### config.mk
export PLATFORM = sky130hd
export DESIGN_NAME = pipeline_hazard_scoreboard_unit
export DESIGN_NICKNAME = d
export VERILOG_FILES = /design/src/rtl/core/phs_pkg.sv /design/src/rtl/core/pipeline_hazard_scoreboard_unit.sv
export SDC_FILE = /design/constraint.sdc
export NUM_CORES = 1
export LEC_CHECK = 0
export BUFFER_PORTS_ARGS = -buffer_cell sky130_fd_sc_hd__buf_2
export CORE_UTILIZATION = 56
export CTS_CLUSTER_DIAMETER = 40
export DETAILED_ROUTE_END_ITERATION = 8
export PLACE_DENSITY = 0.73
export SYNTH_ARGS = -nofsm -noshare
export SYNTH_HDL_FRONTEND = slang
export SYNTH_SLANG_ARGS = --single-unit
export TNS_END_PERCENT = 10
### constraint.sdc
create_clock -name clk -period 4.2 [get_ports clk]
set_input_delay 0.21 -clock clk [delete_from_list [all_inputs] [get_ports clk]]
set_output_delay 0.21 -clock clk [all_outputs]
set_load 0.01 [all_outputs]
### src/rtl/core/phs_pkg.sv
package phs_pkg;

  localparam int INT_REGS     = 32;
  localparam int FLOAT_REGS   = 16;
  localparam int FORWARD_WAIT = 2;

  localparam logic [1:0] KIND_ILLEGAL = 2'd1;
  localparam logic [1:0] KIND_SYSCALL = 2'd2;

  localparam logic [5:0] SRC_NONE = 6'd0;
  localparam logic [5:0] SRC_HI   = 6'd32;
  localparam logic [5:0] SRC_LO   = 6'd33;

  localparam logic [1:0] MEM_LOAD  = 2'd1;
  localparam logic [1:0] MEM_STORE = 2'd2;

  localparam logic [2:0] DEST_INT   = 3'd1;
  localparam logic [2:0] DEST_HI    = 3'd2;
  localparam logic [2:0] DEST_LO    = 3'd3;
  localparam logic [2:0] DEST_HILO  = 3'd4;
  localparam logic [2:0] DEST_FLOAT = 3'd5;

  localparam logic [1:0] SEL_REGFILE = 2'd0;
  localparam logic [1:0] SEL_FWD_LO  = 2'd1;
  localparam logic [1:0] SEL_FWD_HI  = 2'd2;

  typedef logic [1:0] wait_t;

  typedef struct packed {
    logic       stall_res;
    logic [1:0] src_a_select;
    logic       src_b_select;
    logic       sub_select;
    logic       bubble;
    logic       squash_fetch;
    logic       illegal;
  } res_t;

  // Counter value aged by one step (held at zero), then raised to a new latency by maximum.
  function automatic wait_t wait_dec(input wait_t w);
    wait_dec = (w != 2'd0) ? w - 2'd1 : w;
  endfunction

  function automatic wait_t wait_max(input wait_t a, input wait_t b);
    wait_max = (a > b) ? a : b;
  endfunction

endpackage

### src/rtl/core/pipeline_hazard_scoreboard_unit.sv
// Decode-stage hazard scoreboard for a five-stage pipeline.
// Input channel (in_valid/in_ready): one pre-decoded instruction per beat.
// Result channel (out_valid/out_ready): one beat per instruction with the
// stall/bubble mark, operand bypass selects, fetch squash and illegal flag.
// The check reads the per-register wait counters and the syscall/load flags
// in the cycle the instruction is accepted; the counters update on that edge,
// so the next instruction sees them at once.
// The result is registered into the output queue when the instruction is accepted.
// One instruction is accepted per cycle while the output queue has a free
// entry; the counter bank updates on each acceptance.
// Results go through a two-entry output queue; in_ready drops only when
// both entries hold beats the receiver has not taken, so one instruction is
// still accepted while a finished result waits.
// Synchronous reset (rst_n low) clears all wait counters, the pending
// syscall and load-in-execute flags, and empties the output queue.
module pipeline_hazard_scoreboard_unit import phs_pkg::*; (
  input  logic       clk,
  input  logic       rst_n,
  input  logic       in_valid,
  output logic       in_ready,
  input  logic [1:0] in_kind,
  input  logic [5:0] in_src_a,
  input  logic [5:0] in_src_b,
  input  logic [4:0] in_sub_src,
  input  logic       in_has_float_src,
  input  logic [3:0] in_float_src,
  input  logic [1:0] in_mem_kind,
  input  logic [2:0] in_dest_kind,
  input  logic [4:0] in_dest_reg,
  input  logic [1:0] in_result_latency,
  input  logic       in_syscall_retired,
  output logic       out_valid,
  input  logic       out_ready,
  output logic       out_stall_res,
  output logic [1:0] out_src_a_select,
  output logic       out_src_b_select,
  output logic       out_sub_select,
  output logic       out_bubble,
  output logic       out_squash_fetch,
  output logic       out_illegal
);

  wait_t int_wait_r   [INT_REGS];
  wait_t float_wait_r [FLOAT_REGS];
  wait_t hilo_wait_r  [2];
  wait_t int_wait_nxt   [INT_REGS];
  wait_t float_wait_nxt [FLOAT_REGS];
  wait_t hilo_wait_nxt  [2];
  logic  syscall_pending_r, syscall_pending_nxt;
  logic  load_in_execute_r, load_in_execute_nxt;

  res_t       fifo_r [2];
  logic       wr_ptr_r, rd_ptr_r;
  logic [1:0] count_r;

  logic  in_fire, out_fire;
  logic  pend, is_illegal, is_syscall, normal;
  logic  a_hi, a_lo, b_hi, b_lo;
  wait_t wa, wb, ws;
  logic  fwd_a_int, fwd_b_int, fwd_hi, fwd_lo, fwd_sub, any_fwd;
  logic  wait_a, wait_b, wait_s, wait_f;
  logic  stall;
  res_t  res;

  // Counter for one source: HI/LO first, then integers in range, else none.
  function automatic wait_t src_wait(input logic [5:0] v, input wait_t iw [INT_REGS],
                                     input wait_t hw [2]);
    wait_t w;
    w = 2'd0;
    if (v == SRC_HI) begin
      w = hw[0];
    end else if (v == SRC_LO) begin
      w = hw[1];
    end else if (v != SRC_NONE) begin
      for (int i = 0; i < INT_REGS; i++) begin
        if (32'(v) == i) w = iw[i];
      end
    end
    return w;
  endfunction

  assign in_fire  = in_valid && in_ready;
  assign out_fire = out_valid && out_ready;
  assign in_ready  = (count_r != 2'd2);
  assign out_valid = (count_r != 2'd0);

  assign pend       = syscall_pending_r && !in_syscall_retired;
  assign is_illegal = !pend && (in_kind == KIND_ILLEGAL);
  assign is_syscall = !pend && (in_kind == KIND_SYSCALL);
  assign normal     = !pend && !is_illegal && !is_syscall;

  assign a_hi = (in_src_a == SRC_HI);
  assign a_lo = (in_src_a == SRC_LO);
  assign b_hi = (in_src_b == SRC_HI);
  assign b_lo = (in_src_b == SRC_LO);

  always_comb begin
    wa = src_wait(in_src_a, int_wait_r, hilo_wait_r);
    wb = src_wait(in_src_b, int_wait_r, hilo_wait_r);
    ws = src_wait({1'b0, in_sub_src}, int_wait_r, hilo_wait_r);
    wait_f = 1'b0;
    for (int i = 0; i < FLOAT_REGS; i++) begin
      if (in_has_float_src && 32'(in_float_src) == i && float_wait_r[i] != 2'd0) begin
        wait_f = 1'b1;
      end
    end
  end

  assign wait_a = (wa != 2'd0) && (wa != 2'(FORWARD_WAIT));
  assign wait_b = (wb != 2'd0) && (wb != 2'(FORWARD_WAIT));
  assign wait_s = (ws != 2'd0) && (ws != 2'(FORWARD_WAIT));

  always_comb begin
    fwd_a_int = 1'b0;
    fwd_b_int = 1'b0;
    fwd_hi    = 1'b0;
    fwd_lo    = 1'b0;
    fwd_sub   = 1'b0;
    if (normal) begin
      if (wa == 2'(FORWARD_WAIT)) begin
        if (a_hi)      fwd_hi = 1'b1;
        else if (a_lo) fwd_lo = 1'b1;
        else           fwd_a_int = 1'b1;
      end
      if (wb == 2'(FORWARD_WAIT)) begin
        if (b_hi)      fwd_hi = 1'b1;
        else if (b_lo) fwd_lo = 1'b1;
        else           fwd_b_int = 1'b1;
      end
      fwd_sub = (ws == 2'(FORWARD_WAIT));
    end
  end

  assign any_fwd = fwd_a_int || fwd_b_int || fwd_hi || fwd_lo || fwd_sub;

  assign stall = pend || is_syscall ||
                 (normal && (wait_a || wait_b || wait_s || wait_f ||
                  (any_fwd && (in_mem_kind == MEM_STORE || load_in_execute_r))));

  assign syscall_pending_nxt = pend || is_syscall;

  always_comb begin
    res              = '0;
    res.illegal      = is_illegal;
    res.stall_res    = stall;
    res.bubble       = stall;
    res.squash_fetch = stall && syscall_pending_nxt;
    if (!stall && !is_illegal) begin
      if (fwd_lo)         res.src_a_select = SEL_FWD_LO;
      else if (fwd_hi)    res.src_a_select = SEL_FWD_HI;
      else if (fwd_a_int) res.src_a_select = SEL_FWD_LO;
      res.src_b_select = fwd_b_int;
      res.sub_select   = fwd_sub;
    end
  end

  // Counter bank: age by one (held for an illegal instruction), then the issuing instruction claims its destination.
  always_comb begin
    for (int i = 0; i < INT_REGS; i++) begin
      int_wait_nxt[i] = is_illegal ? int_wait_r[i] : wait_dec(int_wait_r[i]);
      if (!stall && !is_illegal && in_dest_kind == DEST_INT && in_dest_reg != 5'd0 &&
          32'(in_dest_reg) == i) begin
        int_wait_nxt[i] = wait_max(int_wait_nxt[i], in_result_latency);
      end
    end
    for (int i = 0; i < FLOAT_REGS; i++) begin
      float_wait_nxt[i] = is_illegal ? float_wait_r[i] : wait_dec(float_wait_r[i]);
      if (!stall && !is_illegal && in_dest_kind == DEST_FLOAT &&
          32'(in_dest_reg[4:1]) == i) begin
        float_wait_nxt[i] = wait_max(float_wait_nxt[i], in_result_latency);
      end
    end
    for (int i = 0; i < 2; i++) begin
      hilo_wait_nxt[i] = is_illegal ? hilo_wait_r[i] : wait_dec(hilo_wait_r[i]);
    end
    if (!stall && !is_illegal) begin
      if (in_dest_kind == DEST_HI || in_dest_kind == DEST_HILO) begin
        hilo_wait_nxt[0] = wait_max(hilo_wait_nxt[0], in_result_latency);
      end
      if (in_dest_kind == DEST_LO || in_dest_kind == DEST_HILO) begin
        hilo_wait_nxt[1] = wait_max(hilo_wait_nxt[1], in_result_latency);
      end
    end
    if (is_illegal)  load_in_execute_nxt = load_in_execute_r;
    else if (stall)  load_in_execute_nxt = 1'b0;
    else             load_in_execute_nxt = (in_mem_kind == MEM_LOAD);
  end

  always_ff @(posedge clk) begin
    if (!rst_n) begin
      for (int i = 0; i < INT_REGS; i++)   int_wait_r[i]   <= 2'd0;
      for (int i = 0; i < FLOAT_REGS; i++) float_wait_r[i] <= 2'd0;
      for (int i = 0; i < 2; i++)          hilo_wait_r[i]  <= 2'd0;
      syscall_pending_r <= 1'b0;
      load_in_execute_r <= 1'b0;
    end else if (in_fire) begin
      int_wait_r        <= int_wait_nxt;
      float_wait_r      <= float_wait_nxt;
      hilo_wait_r       <= hilo_wait_nxt;
      syscall_pending_r <= syscall_pending_nxt;
      load_in_execute_r <= load_in_execute_nxt;
    end
  end

  // Two-entry result queue
  always_ff @(posedge clk) begin
    if (!rst_n) begin
      wr_ptr_r <= 1'b0;
      rd_ptr_r <= 1'b0;
      count_r  <= 2'd0;
    end else begin
      if (in_fire)  wr_ptr_r <= !wr_ptr_r;
      if (out_fire) rd_ptr_r <= !rd_ptr_r;
      if (in_fire && !out_fire)      count_r <= count_r + 2'd1;
      else if (!in_fire && out_fire) count_r <= count_r - 2'd1;
    end
  end

  always_ff @(posedge clk) begin
    if (in_fire) fifo_r[wr_ptr_r] <= res;
  end

  assign out_stall_res    = fifo_r[rd_ptr_r].stall_res;
  assign out_src_a_select = fifo_r[rd_ptr_r].src_a_select;
  assign out_src_b_select = fifo_r[rd_ptr_r].src_b_select;
  assign out_sub_select   = fifo_r[rd_ptr_r].sub_select;
  assign out_bubble       = fifo_r[rd_ptr_r].bubble;
  assign out_squash_fetch = fifo_r[rd_ptr_r].squash_fetch;
  assign out_illegal      = fifo_r[rd_ptr_r].illegal;

  a_count_range: assert property (@(posedge clk) disable iff (!rst_n)
    count_r != 2'd3)
    else $error("result queue count out of range");

  a_illegal_no_stall: assert property (@(posedge clk) disable iff (!rst_n)
    out_valid && out_illegal |-> !out_stall_res && !out_squash_fetch &&
                                 out_src_a_select == SEL_REGFILE)
    else $error("illegal beat carries stall or select");

  a_squash_stalls: assert property (@(posedge clk) disable iff (!rst_n)
    out_valid && out_squash_fetch |-> out_stall_res && out_bubble)
    else $error("fetch squash without stall");

  a_syscall_sets: assert property (@(posedge clk) disable iff (!rst_n)
    in_fire && in_kind == KIND_SYSCALL && !syscall_pending_r |=> syscall_pending_r)
    else $error("new syscall did not set pending flag");

  a_stall_clears_load: assert property (@(posedge clk) disable iff (!rst_n)
    in_fire && stall |=> !load_in_execute_r)
    else $error("load flag survived a bubble");

endmodule
==> metrics.yaml <==
outcome: "complete, no violations"
fillers: 2155
final_layout_size_suffix_gt1_frac: 0.1123
yosysWarnings: 0
ys_ff_latch: 121
syn_inst: 1839
synth_top_flop_cell: "dfxtp_1"
critPathMaxStageDelay_ns: 0.54
io_pins: 51
numCtsBuffers: 17
crit_fanout: 11
hold_viol: 0
gp_congestion: 1.152
root_buffer: "clkbuf_16"
p_leak_nw: 5.861
fp.dieW_um: 157.5
period_minus_slack_ns: 3.592
cts_num_sinks: 121
critPathKind: "reg -> reg"
pwr-share-comb: 0.369
reg2regPathDepth: 11
crit_path_frequent_cell: "o31ai_1"
critical_path.slowest_cell: "or4_1"
synth.top_cell.area_share: 0.1581
p_int_w: 0.002861
setup_viol: 0
cts_setup_buffers: 0
finalSetupTns_ns: 0
critPathCaptureType: "flop"
wl_per_cell_um: 23.38
rsz0062_at_grt: "no"
dr.pass1.iters: 5
multi_input_area_mm2: 0.009987
synth-compound-area-share: 0.2729
ir_worst_vdd_v: 0.0002649
maxCapViolations: 0
finalCritPeriodShare: 0.8552
postCtsHoldBufs: 0
area_growth_pct: 8.775
num_rows: 56
required_ns: 4.53
fmax_mhz: 278.4
dpl.hpwl_um: 35600
synth_fa_ha_area_frac: 0.1367
die_area_mm2: 0.02481
sw_frac_of_total: 0.4290
p_switching_w: 0.002150
p_seq_frac: 0.317
start_util: 0.5737
slew_headroom: 0.2871
synthXorXnorAreaFrac: 0.004526
finClkSkew_ns: 0.01920
antenna_cells: 0
p_clk_frac: 0.314
hold_depth: 3
worstPathArrival_ns: 3.92
grt_pass1_vias: 13390
grt_first_pass_wirelength_um: 77040
report.final.slew_viol_count: 0
synth_top_family_by_area: "compound AO/OA/AOI/OAI gates"
synth.distinct_cells: 87
grt_max_degree: 77
yosysTopAreaCell: "dfxtp_1"
drtIter0Drc: 1534
use_met3: 0.09994
grt_util_met1: 0.5226
hold_path.class: "in -> reg"
cts_resized: 0
antenna_found_initial: 0
synth_nets: 2028
synth-edff-count: 14
use_met2: 0.6209
vias: 14750
seqCellArea_mm2: 0.002562
nets: 2010
design_power_total_w: 0.005011
globalRoute.busiestLayer: "met2"
worstSkewPairLatency_ns: 0.45
yosysSeqAreaShare: 0.1892
crit_path_cell_trace: "mux4_2 -> nor2b_1 -> or4_1 -> a221oi_2 -> o31ai_1 -> a22oi_2 -> o211ai_2 -> buf_4 -> nor4b_1 -> o31ai_1 -> a22o_1"
syn_area_per_cell_um2: 7.366
cts_tree: "done"
die-height_um: 157.5
gr-usage-all-layers: 0.4092
cp-start-kind: "flop"
clock_path_buffers: 2
routed_wl_um: 50350
worstMarginPinSlew_ns: 1.069
async_flop_share: 0
io_buffer_count: 50
pwr_density_cell_mw_per_mm2: 340.1
synth_area_mm2: 0.01355
ant_nets: 0
synth.area.top_cells: "dfxtp_1 16%, ha_1 14%, nand2_1 5.1%"
route.detailed.drc: 0
synth-simple-area-share: 0.2643
clkTransAtPathRegs_ns: 0.07
synth.area.mux_share: 0.05782
viasPerCell: 6.849
core-area_mm2: 0.02361
cts_max_level: 4
overflow: 0
## cell usage in the layout, fill, tap and decap left out, types with 11 or more instances in the layout
| cell | Yosys | routed |
|---|---|---|
| nand2_1 | 185 | 185 |
| nor2_1 | 153 | 151 |
| ha_1 | 148 | 148 |
| a21oi_1 | 135 | 135 |
| o21ai_0 | 123 | 123 |
| dfxtp_1 | 107 | 107 |
| inv_1 | 101 | 99 |
| nor3_1 | 57 | 57 |
| buf_4 | 3 | 53 |
| buf_2 | 28 | 50 |
| nor2b_1 | 46 | 46 |
| nand3_1 | 36 | 35 |
| nor4_1 | 32 | 32 |
| mux2i_1 | 31 | 31 |
| a31oi_1 | 31 | 31 |
| a311oi_1 | 30 | 30 |
| nand2b_1 | 27 | 27 |
| mux2_2 | 26 | 26 |
| o31ai_1 | 26 | 26 |
| nor3b_1 | 23 | 23 |
| or4_1 | 22 | 22 |
| and3_1 | 22 | 22 |
| a211oi_1 | 21 | 21 |
| or3_1 | 19 | 19 |
| o211ai_1 | 19 | 19 |
| o21a_1 | 18 | 18 |
| nand4_1 | 18 | 18 |
| clkbuf_16 | 0 | 17 |
| edfxtp_1 | 14 | 14 |
| nor4b_1 | 12 | 12 |
| nand3b_1 | 12 | 12 |
| o22ai_1 | 11 | 11 |
| o311a_1 | 11 | 11 |
## power by group through the flow
stage / combinational (W) / clock [W] / sequential (W)
final: 0.00185 / 0.00157 / 0.00159
after global placement: 0.00175 / 0 / 0.00160
after CTS: 0.00181 / 0.00157 / 0.00157
after detailed placement: 0.00180 / 0 / 0.00160
after global routing: 0.00202 / 0.00162 / 0.00160
after floorplan: 0.00128 / 0 / 0.00146
## through the flow
stage | hold WS [ns] | cell area [µm²] | setup WS, ns | utilization | instances
2_1_floorplan | 0.3955 | 13550 | 0.7635 | - | 1839
3_3_place_gp | 0.4401 | 14130 | 0.5254 | 0.5986 | 2121
3_5_place_dp | 0.4649 | 14130 | 0.5209 | 0.5986 | 2121
4_1_cts | 0.08846 | 14730 | 0.6916 | 0.6240 | 2153
5_1_grt | 0.1069 | 14730 | 0.4856 | 0.6240 | 2153
6_report | 0.09281 | 14730 | 0.6083 | 0.6240 | 2153
## routing by layer
metal / routed length [µm] / part of all wire
met5: 0 / 0
met4: 2976 / 0.059
met3: 5391 / 0.11
met2: 21580 / 0.43
met1: 20400 / 0.41
## worst paths after layout
path | slack, ns | endpoint | startpoint
setup / recovery | 0.61 | float_wait_r[16] | int_wait_r[33]
hold / removal | 0.09 | load_in_execute_r | in_mem_kind[1]
setup reg to reg | 0.61 | float_wait_r[16] | int_wait_r[33]
hold reg to reg | 0.49 | load_in_execute_r | load_in_execute_r
## registers in the layout, indices dropped and copies added, names as in the netlist, named ones only
signal / count
count_r: 2
fifo_r: 14
float_wait_r: 32
hilo_wait_r: 4
int_wait_r: 64
load_in_execute_r: 1
rd_ptr_r: 1
syscall_pending_r: 1
wr_ptr_r: 1
## cells in the mapped netlist, drive strengths merged, types with 6 or more instances
library cell,number
nand2,186
nor3,57
o22ai,11
mux2i,31
o211ai,20
ha,148
or4,22
nand4,18
nor3b,23
o221ai,10
buf,43
mux2,26
a22o,8
o31a,6
and3,22
o41ai,6
a22oi,8
nand3,36
clkbuf,104
dfxtp,107
a311oi,30
o21ai,125
o311a,11
nor4,32
edfxtp,14
nor2b,46
nand2b,27
nor2,153
a31oi,31
a211oi,22
a21oi,135
o21a,18
a32oi,8
nand3b,12
o311ai,10
o31ai,26
inv,101
or3,19
mux4,8
nor4b,13
o221a,6
## critical path: cells and delay by family, from the launching register on
kind	cells	cell delay [ns]
mux	1	0.46
buf+inv	1	0.26
flops	1	0.34
compound gates	6	1.31
simple gates	3	1.12
## cells by family after synthesis
group                      Yosys count
adders and majority gates          148
muxes                               65
and+or+nand+nor                    697
AOI/OAI and AO/OA                  550
buffers and inverters              251
DFF                                121
xor gates and xnor gates             7
## area by class of cell
type,count,share of cell area
Multi-Input combinational cell,1467,0.6778
Clock buffer,17,0.02887
Sequential cell,121,0.1739
Timing Repair Buffer,110,0.05350
Clock inverter,15,0.01189
Inverter,104,0.02692
Tap cell,319,0.02709
Power figures use the tool's default switching activity.
